$ cat src/hdl/wcm_pkg.sv
// Package with shared types, constants and codes of the wildcard command matcher.
`timescale 1ns / 1ps
package wcm_pkg;
	localparam int MAX_LINE_DEF    = 128;
	localparam int MAX_PATTERN_DEF = 32;
	localparam int MAX_ENTRIES_DEF = 16;

	localparam logic [2:0] ST_NOMATCH  = 3'd0;
	localparam logic [2:0] ST_MATCH    = 3'd1;
	localparam logic [2:0] ST_EMPTY    = 3'd2;
	localparam logic [2:0] ST_STORED   = 3'd3;
	localparam logic [2:0] ST_LINE_OVF = 3'd4;
	localparam logic [2:0] ST_REJECT   = 3'd5;

	localparam logic REQ_PATTERN = 1'b0;
	localparam logic REQ_LINE    = 1'b1;

	localparam logic [7:0] CH_DOT  = 8'h2E;
	localparam logic [7:0] CH_STAR = 8'h2A;

	typedef struct packed {
		logic       req_type;
		logic [7:0] char_byte;
		logic       is_last;
	} req_t;

	typedef struct packed {
		logic [2:0] status;
		logic [3:0] entry_index;
	} rsp_t;

	// Commands from the controller to the datapath.
	typedef struct packed {
		logic ld_start;   // begin trimming the buffered line
		logic trim_lo;    // advance first
		logic trim_hi;    // retreat end
		logic ent_init;   // load pattern search registers for current entry
		logic step;       // one match step
		logic tail;       // skip one trailing star
		logic next_ent;   // move to next entry
		logic rd_lo;      // read the line byte at first
		logic rd_hi;      // read the line byte at end-1
	} cmd_t;

	// Status from the datapath to the controller.
	typedef struct packed {
		logic lo_blank;   // line byte at first is blank and first < end
		logic hi_blank;   // line byte at end-1 is blank and end > first
		logic empty;      // first == end
		logic ent_left;   // entry index below entry count
		logic t_done;     // ti == end
		logic fail;       // step failed without star
		logic tail_star;  // pi < plen and pat[pi] is a star
		logic tail_ok;    // pi == plen
	} sts_t;

	function automatic logic is_blank(input logic [7:0] c);
		return c == 8'h20 || c == 8'h09 || c == 8'h0D || c == 8'h0A || c == 8'h00;
	endfunction
endpackage

$ cat src/hdl/wcm_ctrl.sv
// Controller: sequences trimming and the pattern walk, and issues results.
`timescale 1ns / 1ps
module wcm_ctrl (
	input  logic          clk,
	input  logic          arst_n,
	input  logic          acc,
	input  wcm_pkg::req_t req,
	input  wcm_pkg::sts_t sts,
	input  logic          line_ovf,
	input  logic          pat_end_ok,
	input  logic [3:0]    pat_idx,
	input  logic [3:0]    ent_idx,
	output wcm_pkg::cmd_t cmd,
	output logic          busy,
	output logic          done,
	output wcm_pkg::rsp_t result
);
	import wcm_pkg::*;

	localparam logic [3:0] S_IDLE  = 4'd0;
	localparam logic [3:0] S_LORD  = 4'd1;
	localparam logic [3:0] S_LO    = 4'd2;
	localparam logic [3:0] S_HIRD  = 4'd3;
	localparam logic [3:0] S_HI    = 4'd4;
	localparam logic [3:0] S_ENT   = 4'd5;
	localparam logic [3:0] S_LEN   = 4'd6;
	localparam logic [3:0] S_RD    = 4'd7;
	localparam logic [3:0] S_STEP  = 4'd8;
	localparam logic [3:0] S_TAIL  = 4'd9;

	logic [3:0] state_q, state_d;
	logic       done_q, done_d;
	rsp_t       res_q, res_d;

	// Next state and commands.
	always_comb begin
		state_d = state_q;
		done_d  = 1'b0;
		res_d   = res_q;
		cmd     = '0;
		unique case (state_q)
			S_IDLE: begin
				if (acc && req.is_last) begin
					if (req.req_type == REQ_PATTERN) begin
						done_d = 1'b1;
						res_d.status      = pat_end_ok ? ST_STORED : ST_REJECT;
						res_d.entry_index = pat_end_ok ? pat_idx : 4'd0;
					end else if (line_ovf) begin
						done_d = 1'b1;
						res_d  = '{status: ST_LINE_OVF, entry_index: 4'd0};
					end else begin
						cmd.ld_start = 1'b1;
						state_d      = S_LORD;
					end
				end
			end
			S_LORD: begin
				cmd.rd_lo = 1'b1;
				state_d   = S_LO;
			end
			S_LO: begin
				if (sts.lo_blank) begin
					cmd.trim_lo = 1'b1;
					state_d     = S_LORD;
				end else begin
					state_d = S_HIRD;
				end
			end
			S_HIRD: begin
				cmd.rd_hi = 1'b1;
				state_d   = S_HI;
			end
			S_HI: begin
				if (sts.hi_blank) begin
					cmd.trim_hi = 1'b1;
					state_d     = S_HIRD;
				end else if (sts.empty) begin
					done_d  = 1'b1;
					res_d   = '{status: ST_EMPTY, entry_index: 4'd0};
					state_d = S_IDLE;
				end else begin
					state_d = S_ENT;
				end
			end
			S_ENT: begin
				if (sts.ent_left) begin
					state_d = S_LEN;
				end else begin
					done_d  = 1'b1;
					res_d   = '{status: ST_NOMATCH, entry_index: 4'd0};
					state_d = S_IDLE;
				end
			end
			S_LEN: begin
				cmd.ent_init = 1'b1;
				state_d      = S_RD;
			end
			S_RD: begin
				state_d = sts.t_done ? S_TAIL : S_STEP;
			end
			S_STEP: begin
				if (sts.fail) begin
					cmd.next_ent = 1'b1;
					state_d      = S_ENT;
				end else begin
					cmd.step = 1'b1;
					state_d  = S_RD;
				end
			end
			S_TAIL: begin
				if (sts.tail_star) begin
					cmd.tail = 1'b1;
					state_d  = S_RD;
				end else if (sts.tail_ok) begin
					done_d  = 1'b1;
					res_d   = '{status: ST_MATCH, entry_index: ent_idx};
					state_d = S_IDLE;
				end else begin
					cmd.next_ent = 1'b1;
					state_d      = S_ENT;
				end
			end
			default: begin
				state_d = S_IDLE;
			end
		endcase
	end

	// The line end register starts at the full length: the count before the final
	// byte plus that byte. The hi read path addresses end-1.

	always_ff @(posedge clk or negedge arst_n) begin
		if (!arst_n) begin
			state_q <= S_IDLE;
			done_q  <= 1'b0;
		end else begin
			state_q <= state_d;
			done_q  <= done_d;
		end
	end

	always_ff @(posedge clk) begin
		res_q <= res_d;
	end

	assign busy   = state_q != S_IDLE;
	assign done   = done_q;
	assign result = res_q;
endmodule

$ cat config.mk
export PLATFORM = sky130hd
export DESIGN_NAME = wcm_ctrl
export DESIGN_NICKNAME = d
export VERILOG_FILES = /design/src/hdl/wcm_pkg.sv /design/src/hdl/wcm_ctrl.sv
export SDC_FILE = /design/constraint.sdc
export NUM_CORES = 1
export LEC_CHECK = 0
export ABC_AREA = 0
export BUFFER_PORTS_ARGS = -buffer_cell sky130_fd_sc_hd__buf_2
export CORE_AREA = 10 10 55 57
export DETAILED_ROUTE_END_ITERATION = 12
export DIE_AREA = 0 0 65 67
export PLACE_DENSITY_LB_ADDON = 0.25
export SETUP_SLACK_MARGIN = 0.5
export SYNTH_ARGS = -nofsm -noshare
export SYNTH_HDL_FRONTEND = slang
export SYNTH_SLANG_ARGS = --single-unit
$ cat constraint.sdc
create_clock -name clk -period 4.9 [get_ports clk]
set_clock_uncertainty 0.1 [all_clocks]
set_input_delay 0.98 -clock clk [delete_from_list [all_inputs] [get_ports clk]]
set_output_delay 0.98 -clock clk [all_outputs]
set_load 0.01 [all_outputs]
==> results of run 1 <==
layout by cell type (no fill, tap or decap), types with 3 or more instances in the layout:
master,netlist,final
nand2_1,4,4
nand2b_1,5,5
edfxtp_1,7,7
inv_1,5,5
a22o_1,5,5
a21oi_1,8,8
nor2_1,11,11
nor3_1,4,4
buf_2,1,40
dfrtp_1,5,5
clkbuf_4,0,3
synthesized netlist by cell type, drive strengths merged:
library cell,number,area share (%)
nor2,11,4.7
a21oi,8,4.6
buf,7,7.0
edfxtp,7,24
nand2b,6,5.1
a22o,5,5.0
dfrtp,5,14
inv,5,2.1
nand2,4,1.7
nor3,4,2.3
nor4,4,5.3
nor3b,3,3.7
o21ai,3,1.7
a221oi,2,3.4
nand3,2,1.7
o211ai,2,1.7
or3,2,1.4
a2111oi,1,3.1
a22oi,1,0.86
a31o,1,1.0
and2,1,0.71
and4b,1,1.1
mux2i,1,1.1
nand3b,1,0.86
nor2b,1,0.71
o22ai,1,0.71
per-stage QoR:
step,utilization (%),hold WS (ns)
after global routing,55.4,0.412
after detailed placement,54.1,0.655
after global placement,54.1,0.657
after CTS,55.4,0.415
final,55.4,0.415
after floorplan,-,0.478
flip-flops by register name, summed over array words and instances (netlist names):
register	cells
state_q	4
result	7
done	1
logic make-up after synthesis:
kind of cell	Yosys count	synth area share [%]
AOI/OAI and AO/OA	24	22.1
buffers and inverters	12	9.13
DFF	12	38.2
muxes	1	1.14
and+or+nand+nor	40	29.4
worst max-delay path: stages, from the launching register on:
cell      delay, ns
dfrtp_1        0.80
nand2b_1       0.17
nor2_1         0.35
and2_1         0.19
buf_2          0.13
area by class of cell:
| class | count | area [µm²] | share of cell area, % |
|---|---|---|---|
| Tap cell | 27 | 33.8 | 3.14 |
| Multi-Input combinational cell | 65 | 462 | 42.9 |
| Inverter | 5 | 18.8 | 1.74 |
| Timing Repair Buffer | 40 | 200 | 18.6 |
| Sequential cell | 12 | 335 | 31.2 |
| Clock buffer | 4 | 26.3 | 2.44 |
layer usage:
layer  GRT usage (%)  vias up
met2            18.2       32
met1            10.4      371
met5               0        -
li1                -      407
met3            3.18        4
met4            6.42        0
power by group through the flow:
stage / combinational, W / sequential (W) / clock [W]
finish: 0.000200 / 0.000202 / 0.0000591
global route: 0.000225 / 0.000210 / 0.0000648
CTS: 0.000204 / 0.000202 / 0.0000606
detailed placement: 0.000204 / 0.000204 / 0
global placement: 0.000200 / 0.000204 / 0
floorplan: 0.000222 / 0.000152 / 0
how the worst max path moves through the flow:
| stage | from | to | slack [ns] | cells past startpoint |
|---|---|---|---|---|
| 2_1_floorplan | req[9] | cmd[8] | 2.36 | 4 |
| 3_3_place_gp | req[9] | cmd[8] | 2.11 | 6 |
| 3_5_place_dp | req[9] | cmd[8] | 2.11 | 6 |
| 4_1_cts | state_q[0] | cmd[3] | 1.90 | 4 |
| 5_1_grt | state_q[0] | cmd[3] | 1.70 | 4 |
| 6_report | state_q[0] | cmd[3] | 1.93 | 4 |
==> results.toml, run 1 <==
[outcome]
outcome = "finished, final reports clean"

[sta]
fin_ws_ns = 1.93
period_needed_ns = 2.97
rsz0062_at_grt = "false"
finalSetupViolations = 0
tns_ns = 0
max_freq_ghz = 0.337
worst_pin_slew_ns = 0.703
finalCritPeriodShare_pct = 60.6
slew_headroom_pct = 53.1
hold_violations = 0
slew_viol_final = 0

[grt]
grt_max_degree = 20
grt_pass1_wl_mm = 3.59
antenna_found_initial = 0
overflow = 0
grt_pass1_vias = 811
grt_usage_pct = 10.3

[setup_path]
critPathRequiredTime_ns = 3.82
crit_arrival_ns = 1.89
r2r-start = "state_q[0]"
crit_fanout = 19
rrSetupSlack_ns = 2.70
crit_type = "reg -> out"
reg2reg_depth = 3
cp-start-kind = "flip-flop"
rr_endpoint = "result[5]"
cp-end-kind = "primary output"

[final_layout]
post-route-cell-area_um2 = 1080
antenna_cells = 0
fillCellCount = 202
drive_gt1_share_pct = 42.1
final_nets = 158
final_cells = 153
areaGrowthSynthToFinish_pct = 22.7

[power]
switchingPower_w = 0.000196
power_frac_comb_pct = 43.4
swShare_pct = 42.5
pwr-share-seq_pct = 43.8
power.internal_w = 0.000265
p_leak_nw = 0.467
total_power_w = 0.000461
power_frac_clock_pct = 12.8
irDropWorstVdd_mv = 0.315
cellPowerDensity_nw_per_um2 = 429

[detailed_routing]
vias = 814
avgViaCountPerCell = 5.32
drtIter0Drc = 20
wl_met3_um = 152
top_layer_used = "met4"
met1_length_um = 941
routed_wl_mm = 2.23
wl_met2_mm = 1.09
drcViolationCount = 0
dr.pass1.iters = 4
drtAntennaViolNets = 0
wire_per_inst_um = 14.5

[cts]
cts_hold_buf = 0
ctsResizeCount = 0
htree_levels = 1
clock_latency_ns = 0.26
cts_buffers = 3
root_buffer = "clkbuf_4"
cts.clk_slew.worst_paths_ns = 0.07
tritoncts = "yes"
clockBufferDepth = 2
cts_setup_buffers = 0
cts_sinks = 12

[placement]
dp.cells = 149
dp_hpwl_mm = 1.84
dpl_cell_area_um2 = 1050
globalplace.congestion = 0.807
port_buffers = 40
post-place-ws_ns = 2.11

[logic_synthesis]
syn_inst = 89
synth-seq-cells = 12
synth_area_um2 = 877
synth.distinct_cells = 34
ys_warn_count = 0
synth_seq_area_share_pct = 38.2
avgSynthCellArea_um2 = 9.85
synth.net_count = 120

[die]
die_w_um = 65
rows = 16
coreArea_um2 = 1940
start_util_pct = 45.2
die_area_um2 = 4360
design.portCount = 49
die_y_um = 67

[worst_hold_path]
hold_path.class = "in -> async"

[run]
drv_cap = 0
Note: power is estimated with default switching activity, not from simulation.
==> run 2: changes to the inputs <==
- CORE_AREA: 10 10 55 57 -> 10 10 57 59
- DIE_AREA: 0 0 65 67 -> 0 0 67 69
- clock period: 4.9 -> 3 ns (I/O delays scaled with it)
==> run 2 against run 1 <==
Sequential power rose by 51%. Power up 67%. Sequential share of layout area decreased by 0.30 points. Register-to-register slack worse by 1.7 ns. Critical path depth unchanged. Via count shrank 3.2%. Largest power group is now combinational logic. Highest routed layer unchanged.
==> results.toml, run 2 (synthesis gave the netlist of run 1 again) <==
[outcome]
outcome = "finished, final reports clean"

[power]
cellPowerDensity_nw_per_um2 = 702
irDropWorstVdd_mv = 0.371
p_leak_nw = 0.474

[final_layout]
final_cells = 156
final_nets = 160
drive_gt1_share_pct = 46.1
areaGrowthSynthToFinish_pct = 25.2
largest_reg_flops = 7
fin_util_pct = 51.1
antenna_cells = 0
final_cell_mix = "buf_2 (40), nor2_1 (10), a21oi_1 (8), edfxtp_1 (7)"
final_common_cell = "buf_2"

[setup_path]
cp-start-kind = "flip-flop"
startpoint = "state_q[1]"
crit_type = "reg -> out"
rrSetupSlack_ns = 0.98
rr_endpoint = "result[6]"
critPathRequiredTime_ns = 2.30
r2r-start = "state_q[1]"
crit_arrival_ns = 1.56
cp-end-kind = "primary output"
crit_fanout = 18
endpoint = "cmd[3]"
reg2reg_depth = 3

[detailed_routing]
vias = 788
dr.pass1.iters = 4
avgViaCountPerCell = 5.05
wire_per_inst_um = 13.9
routed_wl_mm = 2.17
drtAntennaViolNets = 0
drcViolationCount = 0
drtIter0Drc = 11

[sta]
worst_pin_slew_ns = 0.625
tns_ns = 0
hold_violations = 0
slew_headroom_pct = 58.2
finalCritPeriodShare_pct = 75.2
hold_slack_ns = 0.0381
rsz0062_at_grt = "false"
finalSetupViolations = 0
period_needed_ns = 2.26
max_freq_ghz = 0.443
slew_viol_final = 0

[placement]
globalplace.congestion = 0.819
port_buffers = 40
dp_hpwl_mm = 1.83
dp.cells = 152

[die]
die_y_um = 69
start_util_pct = 40.8
die_area_um2 = 4620
rows = 17
coreArea_um2 = 2150
die_w_um = 67
design.portCount = 49

[cts]
cts_buffers = 3
htree_levels = 1
cts_setup_buffers = 0
clockBufferDepth = 2
cts.clk_slew.worst_paths_ns = 0.07
root_buffer = "clkbuf_4"
tritoncts = "yes"
cts_sinks = 12
clock_latency_ns = 0.26

[grt]
grt_max_degree = 19
overflow = 0
antenna_found_initial = 0
grt_pass1_vias = 815
grt_usage_pct = 9.88
grt_pass1_wl_mm = 3.72

[run]
drv_cap = 0

[worst_hold_path]
hold_path.class = "in -> async"
run 2: changes by cell type in the layout (fill, tap and decap cells not counted):
cell      previous run  this run
dfrtp_2              0         3
nor2_2               0         1
clkbuf_1             1         0
dfrtp_1              5         2
buf_4                0         2
nor2_1              11        10
clkinv_1             0         1
run 2: cell type report:
type                            count  area, µm²
Inverter                            5       18.8
Timing Repair Buffer               42        215
Fill cell                         206       1050
Sequential cell                    12        339
Clock inverter                      1       3.75
Tap cell                           28       35.0
Clock buffer                        3       22.5
Multi-Input combinational cell     65        464
run 2: critical path, stage by stage, from the launching register on:
cell and delay, ns:
dfrtp_2 0.54, nand2b_1 0.23, nor2_2 0.24, and2_1 0.16
buf_2 0.12
run 2: layer usage:
| layer | vias up | track usage (%) | wire, µm |
|---|---|---|---|
| met5 | - | 0 | 0 |
| met4 | 0 | 4.52 | 27 |
| met3 | 2 | 1.93 | 130 |
| met2 | 23 | 17.2 | 1160 |
| met1 | 351 | 10.9 | 859 |
| li1 | 412 | - | - |
run 2: what timing repair did:
action	in CTS	in global routing
endpoints found under the setup margin	0	1
endpoints found under the hold margin	0	0
hold buffers	0	0
resized for setup	0	4
run 2: through the flow:
stage | setup slack, ns | cell area [µm²] | total power [W]
after detailed placement | 0.806 | 1070 | 0.000679
after CTS | 0.508 | 1090 | 0.000778
after global routing | 0.576 | 1100 | 0.000850
after floorplan | 1.04 | 877 | 0.000610
after global placement | 0.832 | 1070 | 0.000674
final | 0.743 | 1100 | 0.000771
run 2: how the worst min path moves through the flow:
stage | endpoint | slack (ns) | cells past startpoint
after floorplan | done | 0.20 | 0
after detailed placement | state_q[3] | 0.33 | 1
after CTS | state_q[2] | 0.04 | 1
after global placement | state_q[0] | 0.32 | 1
final | state_q[2] | 0.04 | 1
after global routing | state_q[2] | 0.02 | 1
run 2: power by group:
group	internal [W]	switching, W	total, W
sequential	0.000225	0.0000799	0.000305
clock	0.0000480	0.0000483	0.0000963
combinational	0.000174	0.000196	0.000370
total	0.000447	0.000324	0.000771
==> run 3: changes to the inputs <==
- clock period: 3 -> 2.15 ns (I/O delays scaled with it)
==> run 3 against run 2 <==
Sequential power increased by 27%. Register-to-register slack got worse by 0.76 ns. Setup slack got worse by 0.58 ns. Final area increased by 40%. Via count increased by 30%. Die area unchanged. Critical path depth increased by 2. Cell count increased by 24%. Non-clock buffer count increased by 37. Flip-flop and latch count unchanged. Combinational power increased to 3.1 times the previous value. Clock power increased by 56%. Largest cell class unchanged. Largest power group unchanged.
==> results.toml, run 3 (synthesis gave the netlist of run 1 again) <==
[worst_hold_path]
holdPathEnd = "result[1]"
hold_path_depth = 2
hold_path.class = "in -> reg"
hold_path.startpoint = "pat_idx[1]"

[setup_path]
rr_endpoint = "result[2]"
rrSetupSlack_ns = 0.22
crit_arrival_ns = 1.46
path_cells = "buf_4 -> nor4_4 -> buf_4 -> inv_2 -> nor2_2 -> buf_2"
cp_slowest_stage_delay_ns = 0.46
crit_top_cell = "buf_4"
slowest_stage = "dfrtp_2"
r2r-start = "state_q[0]"
critPathRequiredTime_ns = 1.62
crit_type = "reg -> out"
reg2reg_depth = 6
crit_fanout = 7
cp-start-kind = "flip-flop"
cp-end-kind = "primary output"

[sta]
fin_ws_ns = 0.159
period_needed_ns = 1.99
finalSetupViolations = 0
max_freq_ghz = 0.502
finalCritPeriodShare_pct = 92.6
hold_violations = 0
tns_ns = 0
worst_pin_slew_ns = 0.293
slew_headroom_pct = 80.5
hold_slack_ns = 0.330
slew_viol_final = 0
rsz0062_at_grt = "true"

[cts]
tritoncts = "yes"
cts_sinks = 12
htree_levels = 1
cts_buffers = 3
clock_latency_ns = 0.28
cts.clk_slew.worst_paths_ns = 0.08
clockBufferDepth = 2
root_buffer = "clkbuf_4"

[grt]
grtUsageMet2_pct = 22.9
gr-usage-met3_pct = 2.25
met1_usage_pct = 14.1
grt_usage_pct = 12.8
grt_pass1_vias = 995
grt_max_degree = 9
overflow = 0
antenna_found_initial = 0
grt_pass1_wl_mm = 4.77
busiest_layer = "met2"

[die]
start_util_pct = 40.8
die_y_um = 69
coreArea_um2 = 2150
rows = 17
die_w_um = 67
die_area_um2 = 4620
design.portCount = 49

[final_layout]
post-route-cell-area_um2 = 1540
largest_reg_flops = 7
antenna_cells = 0
final_cell_mix = "buf_2 (39), buf_4 (27), buf_6 (11), nor2_1 (8), edfxtp_1 (7)"
final_common_cell = "buf_2"
areaGrowthSynthToFinish_pct = 75.2
final_nets = 197
fillCellCount = 158
final_cells = 193
drive_gt1_share_pct = 66.7

[placement]
dp.cells = 159
globalplace.congestion = 0.789
port_buffers = 40
dp_hpwl_mm = 2.01
post-place-ws_ns = 0.137
dpl_cell_area_um2 = 1120

[outcome]
outcome = "finished, final reports clean"

[detailed_routing]
routed_wl_mm = 3.27
avgViaCountPerCell = 5.30
drtAntennaViolNets = 0
wire_per_inst_um = 16.9
vias = 1022
drcViolationCount = 0
drtIter0Drc = 36
dr.pass1.iters = 4

[power]
p_leak_nw = 0.697
cellPowerDensity_nw_per_um2 = 1100
irDropWorstVdd_mv = 0.785

[run]
drv_cap = 0
==> run 3: cell types whose count changed in the layout (fill, tap and decap cells not counted), moves of 3 or more <==
cell,before,now
a21oi_1,8,5
buf_4,2,27
buf_6,0,11
nor3b_4,0,3
==> run 3: final cells by class <==
| class | instances | area, µm² | area share (%) |
|---|---|---|---|
| repair buffers | 79 | 537 | 34.9 |
| clock buffers | 4 | 26.3 | 1.71 |
| inverters | 5 | 18.8 | 1.22 |
| flip-flops and latches | 12 | 340 | 22.1 |
| multi-input cells | 65 | 579 | 37.7 |
| well taps | 28 | 35.0 | 2.28 |
==> run 3: repair_timing <==
item                       4_1_cts  5_1_grt
hold endpoints to repair         5        0
buffers inserted                20        9
gates cloned                     0        0
pin swaps                       10        9
hold buffers                     1        0
gates resized for setup         23       14
setup endpoints to repair       23       24
==> run 3: metrics by stage <==
stage / power [W] / util (%)
final: 0.00169 / 71.5
after global routing: 0.00178 / 71.5
after CTS: 0.00150 / 65.5
after detailed placement: 0.00104 / 52.3
after global placement: 0.00102 / 52.3
after floorplan: 0.000855 / -
==> run 3: worst max path at each step <==
stage	startpoint	end	slack [ns]	cells past startpoint
after floorplan	state_q[1]	result[0]	0.20	5
after global placement	sts[5]	result[3]	0.18	5
after detailed placement	state_q[0]	result[3]	0.14	3
after CTS	state_q[2]	cmd[3]	0.19	5
after global routing	state_q[2]	cmd[8]	0.10	6
final	state_q[2]	cmd[8]	0.16	6
==> run 3: critical path: cells and delay by family (launching register included) <==
family                 cells  cell delay, ns
buffers and inverters      4            0.51
flip-flops                 1            0.46
AND/OR/NAND/NOR            2            0.22
==> run 3: report_power, final <==
| group | switching [W] | internal, W | leakage (nW) | total, W |
|---|---|---|---|---|
| Combinational | 0.000536 | 0.000617 | 0.557 | 0.00115 |
| Clock | 0.0000779 | 0.0000718 | 0.0150 | 0.000150 |
| Sequential | 0.0000715 | 0.000315 | 0.125 | 0.000387 |
| Total | 0.000686 | 0.00100 | 0.697 | 0.00169 |
==> run 3: layer usage <==
layer  wire length [µm]  part of all wire (%)
met1               1250                    38
met2               1760                    54
met3                181                   5.5
met4                 68                   2.1
met5                  0                     0
